<file path="config.mk">
export PLATFORM = sky130hd
export DESIGN_NAME = integer_to_radix_text_unit
export DESIGN_NICKNAME = d
export VERILOG_FILES = /design/src/rtl/itrt_pkg.sv /design/src/rtl/itrt_front.sv /design/src/rtl/itrt_queue.sv /design/src/rtl/itrt_back.sv /design/src/rtl/integer_to_radix_text_unit.sv
export VERILOG_INCLUDE_DIRS = /design/src /design/src/rtl
export SDC_FILE = /design/constraint.sdc
export NUM_CORES = 1
export LEC_CHECK = 0
export BUFFER_PORTS_ARGS = -buffer_cell sky130_fd_sc_hd__buf_4
export CORE_ASPECT_RATIO = 1.4
export CORE_MARGIN = 2
export CORE_UTILIZATION = 55
export CTS_CLUSTER_SIZE = 16
export DETAILED_ROUTE_END_ITERATION = 8
export PLACE_DENSITY = 0.83
export REMOVE_ABC_BUFFERS = 1
export SLEW_MARGIN = 10
export SYNTH_ARGS = -nofsm -noshare
export SYNTH_HDL_FRONTEND = slang
export SYNTH_HIERARCHICAL = 1
export SYNTH_SLANG_ARGS = --single-unit
</file>
<file path="constraint.sdc">
create_clock -name i_clk -period 3.8 [get_ports i_clk]
set_clock_uncertainty 0.05 [all_clocks]
set_input_delay 0 -clock i_clk [delete_from_list [all_inputs] [get_ports i_clk]]
set_output_delay 0 -clock i_clk [all_outputs]
set_load 0.01 [all_outputs]
</file>
<file path="src/rtl/integer_to_radix_text_unit_defines.svh">
// Assertion macros shared by the integer to radix text unit.
// Each macro expects a clock named i_clk and an active-low reset named i_rst_n in scope.
`ifndef INTEGER_TO_RADIX_TEXT_UNIT_DEFINES_SVH
`define INTEGER_TO_RADIX_TEXT_UNIT_DEFINES_SVH

// The consequent must hold in the same cycle as the antecedent.
`define ITRT_ASSERT_SAME(label, ante, cons, msg) \
    label: assert property (@(posedge i_clk) disable iff (!i_rst_n) (ante) |-> (cons)) \
        else $error(msg);

// The consequent must hold in the cycle after the antecedent.
`define ITRT_ASSERT_NEXT(label, ante, cons, msg) \
    label: assert property (@(posedge i_clk) disable iff (!i_rst_n) (ante) |=> (cons)) \
        else $error(msg);

`endif

</file>
<file path="src/rtl/itrt_pkg.sv">
// Package for the integer to radix text unit: types, codes and constants.
// Used by the front end, the job queue and the conversion back end.
package itrt_pkg;

    localparam logic [6:0] CHAR_ZERO    = 7'd48;
    localparam logic [6:0] CHAR_MINUS   = 7'd45;
    localparam logic [6:0] UPPER_OFFSET = 7'd55;
    localparam logic [6:0] LOWER_OFFSET = 7'd87;
    localparam logic [5:0] RADIX_MIN    = 6'd2;
    localparam logic [5:0] RADIX_MAX    = 6'd36;
    localparam logic [5:0] RADIX_RESET  = 6'd10;
    localparam logic [5:0] DIGIT_NINE   = 6'd9;

    typedef enum logic [1:0] {
        CFG_RADIX  = 2'd0,
        CFG_UPPER  = 2'd1,
        CFG_SIGNED = 2'd2,
        CFG_PAD    = 2'd3
    } t_cfg_index;

    typedef enum logic [1:0] {
        ST_IDLE,
        ST_DIV,
        ST_PAD,
        ST_EMIT
    } t_back_state;

    typedef struct packed {
        logic       minus;
        logic       pad;
        logic [5:0] radix;
    } t_job;

    function automatic logic [6:0] digit_char(input logic [5:0] d, input logic upper);
        logic [6:0] d_ext;
        d_ext = {1'b0, d};
        if (d <= DIGIT_NINE) begin
            return d_ext + CHAR_ZERO;
        end
        return d_ext + (upper ? UPPER_OFFSET : LOWER_OFFSET);
    endfunction

endpackage

</file>
<file path="src/rtl/itrt_front.sv">
// Front end of the integer to radix text unit: configuration registers and classification.
// Splits sign and magnitude, saturates the radix and decides on padding. Uses itrt_pkg.
module itrt_front
    import itrt_pkg::*;
#(
    parameter int VALUE_WIDTH = 32
) (
    input  logic                   i_clk,
    input  logic                   i_rst_n,
    input  logic                   i_cfg_we,
    input  logic [1:0]             i_cfg_addr,
    input  logic [5:0]             i_cfg_wdata,
    input  logic [VALUE_WIDTH-1:0] i_value,
    input  logic                   i_valid,
    output logic                   o_ready,
    input  logic                   i_q_full,
    output logic                   o_push,
    output logic [VALUE_WIDTH-1:0] o_mag,
    output t_job                   o_job,
    output logic                   o_upper
);

    logic [5:0] r_radix;
    logic       r_upper;
    logic       r_signed;
    logic       r_pad;

    logic       w_neg;
    logic [5:0] w_radix;

    always_ff @(posedge i_clk) begin
        if (!i_rst_n) begin
            r_radix  <= RADIX_RESET;
            r_upper  <= 1'b0;
            r_signed <= 1'b1;
            r_pad    <= 1'b0;
        end else if (i_cfg_we) begin
            case (t_cfg_index'(i_cfg_addr))
                CFG_RADIX:  r_radix  <= i_cfg_wdata;
                CFG_UPPER:  r_upper  <= i_cfg_wdata[0];
                CFG_SIGNED: r_signed <= i_cfg_wdata[0];
                CFG_PAD:    r_pad    <= i_cfg_wdata[0];
                default: ;
            endcase
        end
    end

    always_comb begin
        if (r_radix < RADIX_MIN) begin
            w_radix = RADIX_MIN;
        end else if (r_radix > RADIX_MAX) begin
            w_radix = RADIX_MAX;
        end else begin
            w_radix = r_radix;
        end
        w_neg       = r_signed && i_value[VALUE_WIDTH-1];
        o_mag       = w_neg ? (~i_value + VALUE_WIDTH'(1)) : i_value;
        o_job.minus = w_neg;
        o_job.radix = w_radix;
        o_job.pad   = !r_signed && r_pad
                      && (i_value < {{(VALUE_WIDTH-6){1'b0}}, w_radix});
    end

    assign o_ready = !i_q_full;
    assign o_push  = i_valid && !i_q_full;
    assign o_upper = r_upper;

endmodule

</file>
<file path="src/rtl/itrt_queue.sv">
// Two-entry job queue between the front end and the conversion back end.
// Holds a magnitude and its job descriptor per entry. Uses itrt_pkg.
module itrt_queue
    import itrt_pkg::*;
#(
    parameter int VALUE_WIDTH = 32
) (
    input  logic                   i_clk,
    input  logic                   i_rst_n,
    input  logic                   i_push,
    input  logic [VALUE_WIDTH-1:0] i_mag,
    input  t_job                   i_job,
    output logic                   o_full,
    input  logic                   i_pop,
    output logic                   o_valid,
    output logic [VALUE_WIDTH-1:0] o_mag,
    output t_job                   o_job
);

    logic [VALUE_WIDTH-1:0] r_mag [2];
    t_job                   r_job [2];
    logic                   r_wr_ptr;
    logic                   r_rd_ptr;
    logic [1:0]             r_count;

    logic w_do_pop;

    assign w_do_pop = i_pop && (r_count != 2'd0);

    always_ff @(posedge i_clk) begin
        if (i_push) begin
            r_mag[r_wr_ptr] <= i_mag;
            r_job[r_wr_ptr] <= i_job;
        end
    end

    always_ff @(posedge i_clk) begin
        if (!i_rst_n) begin
            r_wr_ptr <= 1'b0;
            r_rd_ptr <= 1'b0;
            r_count  <= 2'd0;
        end else begin
            if (i_push) begin
                r_wr_ptr <= ~r_wr_ptr;
            end
            if (w_do_pop) begin
                r_rd_ptr <= ~r_rd_ptr;
            end
            if (i_push && !w_do_pop) begin
                r_count <= r_count + 2'd1;
            end else if (!i_push && w_do_pop) begin
                r_count <= r_count - 2'd1;
            end
        end
    end

    assign o_full  = (r_count == 2'd2);
    assign o_valid = (r_count != 2'd0);
    assign o_mag   = r_mag[r_rd_ptr];
    assign o_job   = r_job[r_rd_ptr];

endmodule

</file>
<file path="src/rtl/itrt_back.sv">
// Conversion back end: bit-serial restoring divider, digit memory and character output.
// Takes jobs from the queue and emits characters most significant first. Uses itrt_pkg.
`include "integer_to_radix_text_unit_defines.svh"

module itrt_back
    import itrt_pkg::*;
#(
    parameter int VALUE_WIDTH = 32
) (
    input  logic                   i_clk,
    input  logic                   i_rst_n,
    input  logic                   i_q_valid,
    input  logic [VALUE_WIDTH-1:0] i_q_mag,
    input  t_job                   i_q_job,
    output logic                   o_q_pop,
    input  logic                   i_upper,
    output logic                   o_valid,
    input  logic                   i_ready,
    output logic [6:0]             o_char,
    output logic                   o_last
);

    localparam int AW = $clog2(VALUE_WIDTH);
    localparam int CW = $clog2(VALUE_WIDTH + 1);

    t_back_state            r_state, n_state;
    logic [VALUE_WIDTH-1:0] r_quot, n_quot;
    logic [5:0]             r_rem, n_rem;
    logic [5:0]             r_radix, n_radix;
    logic [AW-1:0]          r_bit, n_bit;
    logic [CW-1:0]          r_cnt, n_cnt;
    logic                   r_minus, n_minus;
    logic                   r_pad, n_pad;

    logic                   r_a_valid, n_a_valid;
    logic                   r_a_minus, n_a_minus;
    logic                   r_a_last, n_a_last;
    logic                   r_b_valid, n_b_valid;
    logic [6:0]             r_b_char, n_b_char;
    logic                   r_b_last, n_b_last;

    logic [5:0]             r_mem [VALUE_WIDTH];
    logic [5:0]             r_mem_q;

    logic [6:0]             w_trial;
    logic [6:0]             w_diff;
    logic                   w_ge;
    logic [5:0]             w_rem_next;
    logic [VALUE_WIDTH-1:0] w_quot_next;
    logic                   w_out_ready;
    logic                   w_a_free;
    logic                   w_we;
    logic [5:0]             w_wdata;
    logic                   w_rd;
    logic [CW-1:0]          w_rd_idx;

    assign w_trial     = {r_rem, r_quot[VALUE_WIDTH-1]};
    assign w_diff      = w_trial - {1'b0, r_radix};
    assign w_ge        = (w_trial >= {1'b0, r_radix});
    assign w_rem_next  = w_ge ? w_diff[5:0] : w_trial[5:0];
    assign w_quot_next = {r_quot[VALUE_WIDTH-2:0], w_ge};
    assign w_out_ready = !r_b_valid || i_ready;
    assign w_a_free    = !r_a_valid || w_out_ready;
    assign w_rd_idx    = r_cnt - CW'(1);

    always_comb begin
        n_state   = r_state;
        n_quot    = r_quot;
        n_rem     = r_rem;
        n_radix   = r_radix;
        n_bit     = r_bit;
        n_cnt     = r_cnt;
        n_minus   = r_minus;
        n_pad     = r_pad;
        n_a_valid = r_a_valid;
        n_a_minus = r_a_minus;
        n_a_last  = r_a_last;
        n_b_valid = r_b_valid;
        n_b_char  = r_b_char;
        n_b_last  = r_b_last;
        o_q_pop   = 1'b0;
        w_we      = 1'b0;
        w_wdata   = w_rem_next;
        w_rd      = 1'b0;

        if (w_out_ready) begin
            n_b_valid = r_a_valid;
            n_b_char  = r_a_minus ? CHAR_MINUS : digit_char(r_mem_q, i_upper);
            n_b_last  = r_a_last;
            n_a_valid = 1'b0;
        end

        case (r_state)
            ST_IDLE: begin
                if (i_q_valid) begin
                    o_q_pop = 1'b1;
                    n_quot  = i_q_mag;
                    n_rem   = 6'd0;
                    n_bit   = '0;
                    n_cnt   = '0;
                    n_radix = i_q_job.radix;
                    n_minus = i_q_job.minus;
                    n_pad   = i_q_job.pad;
                    n_state = ST_DIV;
                end
            end
            ST_DIV: begin
                n_quot = w_quot_next;
                n_rem  = w_rem_next;
                n_bit  = r_bit + AW'(1);
                if (r_bit == AW'(VALUE_WIDTH - 1)) begin
                    w_we  = 1'b1;
                    n_cnt = r_cnt + CW'(1);
                    n_rem = 6'd0;
                    n_bit = '0;
                    if (w_quot_next == '0) begin
                        n_state = r_pad ? ST_PAD : ST_EMIT;
                    end
                end
            end
            ST_PAD: begin
                w_we    = 1'b1;
                w_wdata = 6'd0;
                n_cnt   = r_cnt + CW'(1);
                n_state = ST_EMIT;
            end
            ST_EMIT: begin
                if (w_a_free) begin
                    n_a_valid = 1'b1;
                    if (r_minus) begin
                        n_a_minus = 1'b1;
                        n_a_last  = 1'b0;
                        n_minus   = 1'b0;
                    end else begin
                        w_rd      = 1'b1;
                        n_a_minus = 1'b0;
                        n_a_last  = (r_cnt == CW'(1));
                        n_cnt     = w_rd_idx;
                        if (r_cnt == CW'(1)) begin
                            n_state = ST_IDLE;
                        end
                    end
                end
            end
            default: begin
                n_state = ST_IDLE;
            end
        endcase
    end

    always_ff @(posedge i_clk) begin
        if (!i_rst_n) begin
            r_state <= ST_IDLE;
        end else begin
            r_state <= n_state;
        end
    end

    always_ff @(posedge i_clk) begin
        if (!i_rst_n) begin
            r_cnt     <= '0;
            r_bit     <= '0;
            r_minus   <= 1'b0;
            r_pad     <= 1'b0;
            r_a_valid <= 1'b0;
            r_a_minus <= 1'b0;
            r_a_last  <= 1'b0;
            r_b_valid <= 1'b0;
            r_b_last  <= 1'b0;
            r_rem     <= 6'd0;
            r_radix   <= RADIX_MIN;
        end else begin
            r_cnt     <= n_cnt;
            r_bit     <= n_bit;
            r_minus   <= n_minus;
            r_pad     <= n_pad;
            r_a_valid <= n_a_valid;
            r_a_minus <= n_a_minus;
            r_a_last  <= n_a_last;
            r_b_valid <= n_b_valid;
            r_b_last  <= n_b_last;
            r_rem     <= n_rem;
            r_radix   <= n_radix;
        end
    end

    always_ff @(posedge i_clk) begin
        r_quot   <= n_quot;
        r_b_char <= n_b_char;
    end

    always_ff @(posedge i_clk) begin
        if (w_we) begin
            r_mem[r_cnt[AW-1:0]] <= w_wdata;
        end
    end

    always_ff @(posedge i_clk) begin
        if (w_rd) begin
            r_mem_q <= r_mem[w_rd_idx[AW-1:0]];
        end
    end

    assign o_valid = r_b_valid;
    assign o_char  = r_b_char;
    assign o_last  = r_b_last;

    `ITRT_ASSERT_SAME(a_rem_below_radix, r_state == ST_DIV, r_rem < r_radix, "Remainder reached the radix.")
    `ITRT_ASSERT_SAME(a_cnt_in_range, 1'b1, r_cnt <= CW'(VALUE_WIDTH), "Digit count overflowed the store.")
    `ITRT_ASSERT_SAME(a_emit_has_digit, r_state == ST_EMIT, r_cnt != '0, "Emission started without digits.")
    `ITRT_ASSERT_NEXT(a_last_ends_job, w_rd && r_cnt == CW'(1), r_state == ST_IDLE, "Final digit did not end the job.")

endmodule

</file>
<file path="src/rtl/integer_to_radix_text_unit.sv">
// A value is converted by repeated division by the radix in a restoring divider that resolves one
// quotient bit per cycle. The characters then leave most significant first, minus sign first, at
// up to one per cycle. The divider takes the next value only after the last character of the
// current one has entered the first of the two output registers. The divider loop dominates the
// rate, and a stalled output stretches the emission part. A two-entry queue lets the input side
// take values while the back end is busy.
// Top level of the integer to radix text unit; uses itrt_pkg, itrt_front, itrt_queue, itrt_back.
module integer_to_radix_text_unit
    import itrt_pkg::*;
#(
    parameter int VALUE_WIDTH = 32
) (
    input  logic                                i_clk,
    input  logic                                i_rst_n,
    input  logic                                i_cfg_we,
    input  logic [1:0]                          i_cfg_addr,
    input  logic [5:0]                          i_cfg_wdata,
    input  logic                                i_s_tvalid,
    output logic                                o_s_tready,
    input  logic [((VALUE_WIDTH+7)/8)*8-1:0]    i_s_tdata,   // value
    output logic                                o_m_tvalid,
    input  logic                                i_m_tready,
    output logic [7:0]                          o_m_tdata,   // character, then one zero bit
    output logic                                o_m_tlast
);

    logic                   w_push;
    logic [VALUE_WIDTH-1:0] w_push_mag;
    t_job                   w_push_job;
    logic                   w_q_full;
    logic                   w_q_valid;
    logic                   w_q_pop;
    logic [VALUE_WIDTH-1:0] w_q_mag;
    t_job                   w_q_job;
    logic                   w_upper;
    logic [6:0]             w_char;

    itrt_front #(
        .VALUE_WIDTH(VALUE_WIDTH)
    ) u_front (
        .i_clk      (i_clk),
        .i_rst_n    (i_rst_n),
        .i_cfg_we   (i_cfg_we),
        .i_cfg_addr (i_cfg_addr),
        .i_cfg_wdata(i_cfg_wdata),
        .i_value    (i_s_tdata[VALUE_WIDTH-1:0]),
        .i_valid    (i_s_tvalid),
        .o_ready    (o_s_tready),
        .i_q_full   (w_q_full),
        .o_push     (w_push),
        .o_mag      (w_push_mag),
        .o_job      (w_push_job),
        .o_upper    (w_upper)
    );

    itrt_queue #(
        .VALUE_WIDTH(VALUE_WIDTH)
    ) u_queue (
        .i_clk  (i_clk),
        .i_rst_n(i_rst_n),
        .i_push (w_push),
        .i_mag  (w_push_mag),
        .i_job  (w_push_job),
        .o_full (w_q_full),
        .i_pop  (w_q_pop),
        .o_valid(w_q_valid),
        .o_mag  (w_q_mag),
        .o_job  (w_q_job)
    );

    itrt_back #(
        .VALUE_WIDTH(VALUE_WIDTH)
    ) u_back (
        .i_clk    (i_clk),
        .i_rst_n  (i_rst_n),
        .i_q_valid(w_q_valid),
        .i_q_mag  (w_q_mag),
        .i_q_job  (w_q_job),
        .o_q_pop  (w_q_pop),
        .i_upper  (w_upper),
        .o_valid  (o_m_tvalid),
        .i_ready  (i_m_tready),
        .o_char   (w_char),
        .o_last   (o_m_tlast)
    );

    assign o_m_tdata = {1'b0, w_char};

endmodule

</file>
# Word level (Yosys, flattened, before mapping)
# Memory sizes are Yosys's and may differ from the RTL's. A register that Yosys moved wholly into a read port is not among the register bits.
# Index checks and enable logic that the tools add are counted.
totals:
  wordCells: 143
  reg_bits: 84
  mem_count: 3
  input_bits: 45
  mem_bits_rw: 272
memory_table:
  columns: ["name", "depth", "width", "rd", "rd_clocked_by_memory_dff", "wr", "line_no", "source"]
  rows:
  - ["u_back.r_mem", 32, 6, 1, 1, 1, "itrt_back.sv:42", "logic [5:0] r_mem [VALUE_WIDTH];"]
  - ["u_queue.r_mag", 2, 32, 1, 1, 1, "itrt_queue.sv:20", "logic [VALUE_WIDTH-1:0] r_mag [2];"]
  - ["u_queue.r_job", 2, 8, 1, 1, 1, "itrt_queue.sv:21", "t_job r_job [2];"]
op_classes:
  reduce_logical: 32
  n_mux: 55
  n_addsub: 9
  n_eq_ne: 15
  order_cmp: 5
  bitwise: 3
ops:
  columns: ["operator", "count"]
  rows:
  - ["32-bit 2-to-1 mux", 2]
  - ["32-bit case mux with 2 select lines", 1]
  - ["6-bit 2-to-1 mux", 9]
  - ["32-bit by 1-bit adder with 32-bit output, second input constant", 1]
  - ["32-bit zero test", 1]
  - ["32-bit by 6-bit < comparator with 1-bit output", 1]
  - ["32-bit NOT", 1]
  - ["1-bit 2-to-1 mux", 24]
  - ["6-bit case mux with 4 select lines", 1]
  - ["7-bit 2-to-1 mux", 3]
  - ["2-bit 2-to-1 mux", 8]
  - ["2-bit AND reduction", 7]
  - ["6-bit case mux with 2 select lines", 1]
  - ["2-bit == test, second input constant", 5]
  - ["5-bit 2-to-1 mux", 2]
  - ["2-bit by 1-bit inequality test with 1-bit output, second input constant", 5]
  - ["5-bit case mux with 2 select lines", 1]
  - ["2-bit case mux with 4 select lines", 1]
  - ["2-bit nonzero test", 4]
  - ["6-bit by 6-bit adder with 7-bit output, second input constant", 1]
  - ["6-bit by 7-bit adder with 7-bit output", 1]
  - ["7-bit by 6-bit greater-or-equal comparator with 1-bit output", 1]
  - ["1-bit logical AND", 7]
  - ["6-bit by 1-bit adder with 6-bit output, second input constant", 1]
  - ["20 further kinds", 30]

# Longest topological paths before layout
logic_depth:
  ltp_word: 7
  depth_mapped: 10

# Hierarchy
# Netlist, hierarchy kept.
by_module_without_submodules:
  columns: ["module", "n_inst", "seq_area_each_um2", "cells_per_inst", "area_per_inst_um2"]
  rows:
  - ["itrt_back", 1, 7757.4, 697, 11466.0]
  - ["itrt_queue", 1, 2502.4, 146, 3093.0]
  - ["itrt_front", 1, 180.2, 180, 1350.0]
  - ["integer_to_radix_text_unit", 1, 0.0, 2, 11.3]

# Worst setup path after synthesis
# Ideal clock, no wire load.
synth_path:
  kind: "register to register"
  startpoint: "register u_back.r_cnt[0]"
  endpoint: "register u_back.r_mem_q[0], read port of u_back.r_mem, data pin"
  arrival_time_ps: 3017
  path_buffers: 4
  synth_period_minus_slack_ps: 3327
  required_time_ps: 3490
  slack_ps: 473
  path_stages_with_launch: 10
  cell_sequence: "dfxtp_1 > buf_2 > buf_2 > inv_1 > ha_1 > buf_1 > buf_1 > mux4_2 > mux4_2 > mux2_2"
synth_via:
  elab_chain_len: 1
synth_lines:
  columns: ["item", "line_no", "source"]
  rows:
  - ["from (decl)", "itrt_back.sv:31", "logic [CW-1:0] r_cnt, n_cnt;"]
  - ["from (signal assigned)", "itrt_back.sv:173", "r_cnt <= n_cnt;"]
  - ["6-bit by 1-bit subtractor with 6-bit output", "itrt_back.sv:64", "assign w_rd_idx = r_cnt - CW'(1);"]
  - ["to (decl)", "itrt_back.sv:43", "logic [5:0] r_mem_q;"]
# Every way passes these cells.
# A chain may end at the register's enable or synchronous reset.

# Worst setup path after layout
layout_path:
  startpoint: "register u_back.r_cnt[1]"
  endpoint: "register u_back.r_mem_q[4], read port of u_back.r_mem, data pin"
# The elaborated chain is that of the path after synthesis.

==> metrics.csv <==
metric;value;unit
H-tree depth reported by CTS;2;
Via Count;9311;
Mapped Area;15900;sq um
clk sinks;363;
worst r2r src;u_back/r_cnt[1]$_SDFFE_PN0P_;
largest net degree at the start of global routing;59;
Setup crit end kind;flip-flop;
GR Util All Layers;22.8;%
Overflow after GRT;0;
Max Root-Sink Buffers;3;
power per cell area;669;nW/um^2
first-pass GRT wire length;53.1;mm
core footprint;28400;sq um
CP max-delay cell;ha_2;
synth top area cells;edfxtp_1 60%, mux4_2 8.5%, dfxtp_1 5.8%, mux2_2 5.5%, ha_1 2.2%;
Min-Delay Endpoint;u_queue/r_mag[1][0]$_DFFE_PP_;
adder-cell area share of the yosys netlist;2.33;%
sequential-to-total area share from yosys stat;65.6;%
Synth Flop Type;edfxtp_1;
vias in the first global route;9674;
DR top layer;met4;
simple-gate share of the synthesized area;7.38;%
flop-to-flop setup slack;620;ps
Hold Path Class;primary input to flip-flop;
# nets final;1224;
R2R Path End;u_back/r_mem_q[4]$_DFFE_PP_;
Worst-path clk slew;60;ps
unrepaired setup endpoints after global routing;no;
# resized after CTS;0;
WL per Instance;21.8;microns
dpl hpwl;22.2;mm
die height;205;microns
final worst path period need;3180;ps
number of antenna diodes;0;
worst path required time;4020;ps
Row Count;73;
Total Wirelength;33.8;mm
Register-to-Register Path Depth;6;
Compound-Gate Fraction of Synth Area;5.26;%
Die ar.;30300;sq um
count of final hold-check violations;0;
Final Slew Violations;0;
initial antenna violation count;0;
layout cells sized above 1;24.5;%
Area Overhead vs Synth;16.2;%
antenna-violating nets left;0;
fin worst setup slack;619;ps
Synth Area in XOR/XNOR;2.37;%
Synth Register Bits;363;
Avg Vias per Cell;6.00;
Starting Density;56.0;%
Setup Slack @ Placement;652;ps
Max Cap Viol;0;
DR iter-0 viols;784;
IO buf count;54;
Setup Fix Bufs, Post-CTS;0;
Mean Syn Cell Area;15.5;sq um
post-synth top area share;59.8;%
combinational family with the most area after synthesis;multiplexers;
DR DRC count;0;
Pwr Total;0.0124;W
mux cell area share after synthesis;14.8;%
Die X;148;microns
EDFF count, synth;317;
Relative slew margins;20.1;%
worst vdd ir;474;uV
period utilization;83.7;%
CP dominant cell by count;mux4_2;
routability cong.;0.854;
final count of negative-setup-slack endpoints;0;
Slew @ Worst Pin;1190;ps
critical path, cell by cell;inv_1 > ha_2 > buf_12 > mux4_2 > mux4_2 > mux2_2;
Largest stage delay, worst path;800;ps
worst hold stages;2;
status;finished clean;
TritonCTS Buffers;35;
critical path launch point type;flip-flop;
Max Freq;314;MHz
drt pass-1 iters;5;
Met2 Wirelength;18.6;mm
leak pwr;6.21;nW
Worst EP arrival;3400;ps
Crit Path Category;flip-flop to flip-flop;
TritonCTS clock tree;yes;
clk root buf;clkbuf_16;
Syn. warnings;6;
ys async rst share;0;%
crit path max fanout;25;
post-synthesis cell count;1025;
wl on met1;12.6;mm
hold_sp;i_s_tdata[0];
Unique masters post-synth;72;
Ports;56;
Synth area leader;edfxtp_1;
Skew-Pair Late Insertion Delay;520;ps
Met3 Wirelength;1.47;mm
==> flip-flops by register name, indices dropped and copies added (netlist names), 5 cells and up, named ones only <==
name,count
u_front/r_radix,6
u_back/r_rem,6
u_back/r_mem,192
u_back/r_bit,5
u_queue/r_mag,64
u_queue/r_job,16
u_back/r_mem_q,6
u_back/r_cnt,6
u_back/r_radix,6
u_back/r_quot,32
u_back/o_char,7
==> cell usage after synthesis (9+ instances only) <==
cell and n:
xnor2_1 20, clkbuf_1 18, edfxtp_1 317, mux2_2 78
buf_1 9, nor2b_1 17, inv_1 37, mux2i_1 13
xor2_1 23, nand2_1 47, nor4_1 13, ha_1 28
a21oi_1 39, nor2_1 71, o21ai_0 20, nand3_1 9
dfxtp_1 46, nor3_1 18, mux4_2 60, or3_1 11
buf_2 10
==> where the power goes <==
part,internal [W],leakage (nW),switching (W)
Combinational,0.00120,2.37,0.00198
Sequential,0.00563,3.32,0.000202
Clock,0.00191,0.530,0.00145
Total,0.00874,6.21,0.00363
==> cells by family (layout without fill, tap and decap cells) <==
group / count (synthesis) / count (layout)
simple gates: 230 / 230
buf+inv: 83 / 234
mux: 151 / 151
fa+ha+maj: 29 / 29
xor+xnor: 43 / 43
compound gates: 125 / 125
other cells: 1 / 1
flops: 363 / 363
==> how the worst max path moves through the flow <==
stage / start / end / slack [ps] / cells past startpoint
after global placement: u_back/r_cnt[1]$_SDFFE_PN0P_ / u_back/r_mem_q[1]$_DFFE_PP_ / 840 / 6
after global routing: u_back/r_cnt[1]$_SDFFE_PN0P_ / u_back/r_mem_q[4]$_DFFE_PP_ / 450 / 6
after CTS: u_back/r_cnt[1]$_SDFFE_PN0P_ / u_back/r_mem_q[4]$_DFFE_PP_ / 670 / 6
final: u_back/r_cnt[1]$_SDFFE_PN0P_ / u_back/r_mem_q[4]$_DFFE_PP_ / 620 / 6
after detailed placement: u_back/r_cnt[1]$_SDFFE_PN0P_ / u_back/r_mem_q[3]$_DFFE_PP_ / 650 / 6
after floorplan: u_back/r_cnt[0]$_SDFFE_PN0P_ / u_back/r_mem_q[0]$_DFFE_PP_ / -1540 / 5
==> cell usage in the layout, fill, tap and decap left out, types with 12 or more instances in the layout <==
master           n
dlygate4sd3_1   61
a21oi_1         39
mux4_2          60
nor3_1          17
o21ai_0         20
mux2i_1         13
clkbuf_16       36
xor2_1          23
ha_1            27
xnor2_1         19
inv_1           37
edfxtp_1       317
nor4_1          12
nor2b_1         15
buf_4           69
dfxtp_1         45
nand2_1         47
mux2_2          78
nor2_1          67
==> routing by layer <==
metal	vias to the layer above	GRT usage [%]
li1	4206	-
met1	4714	26.6
met2	326	43.0
met3	65	2.86
met4	0	8.24
met5	-	0
==> final cells by class <==
class / count / area [sq um]
sequential: 363 / 10400
tap: 375 / 469
fill: 1900 / 9910
timing repair buffer: 131 / 1150
clock inverter: 20 / 179
clock buffer: 43 / 937
inverter: 40 / 150
multi-input combinational: 579 / 5160
==> metrics by stage <==
step | cells | instance area (sq um) | utilization [%] | hold slack (ps) | setup TNS, ps
6_report | 1551 | 18500 | 65.1 | 261 | 0
5_1_grt | 1551 | 18500 | 65.1 | 253 | 0
4_1_cts | 1551 | 18500 | 65.1 | 225 | 0
3_5_place_dp | 1427 | 16800 | 59.0 | 184 | 0
3_3_place_gp | 1427 | 16800 | 59.0 | 164 | 0
2_1_floorplan | 982 | 15700 | - | 11.9 | -11140
==> worst max-delay path: cells and delay by family, from the launching register on <==
family	cells	cell delay, ps
muxes	3	1100
adders and majority gates	1	800
DFF	1	560
buffers and inverters	2	440
==> what timing repair did <==
action,CTS,global route
endpoints found under the hold margin,89,0
hold buffers,61,0
setup endpoints to repair,0,0
Power figures use the tool's default switching activity.
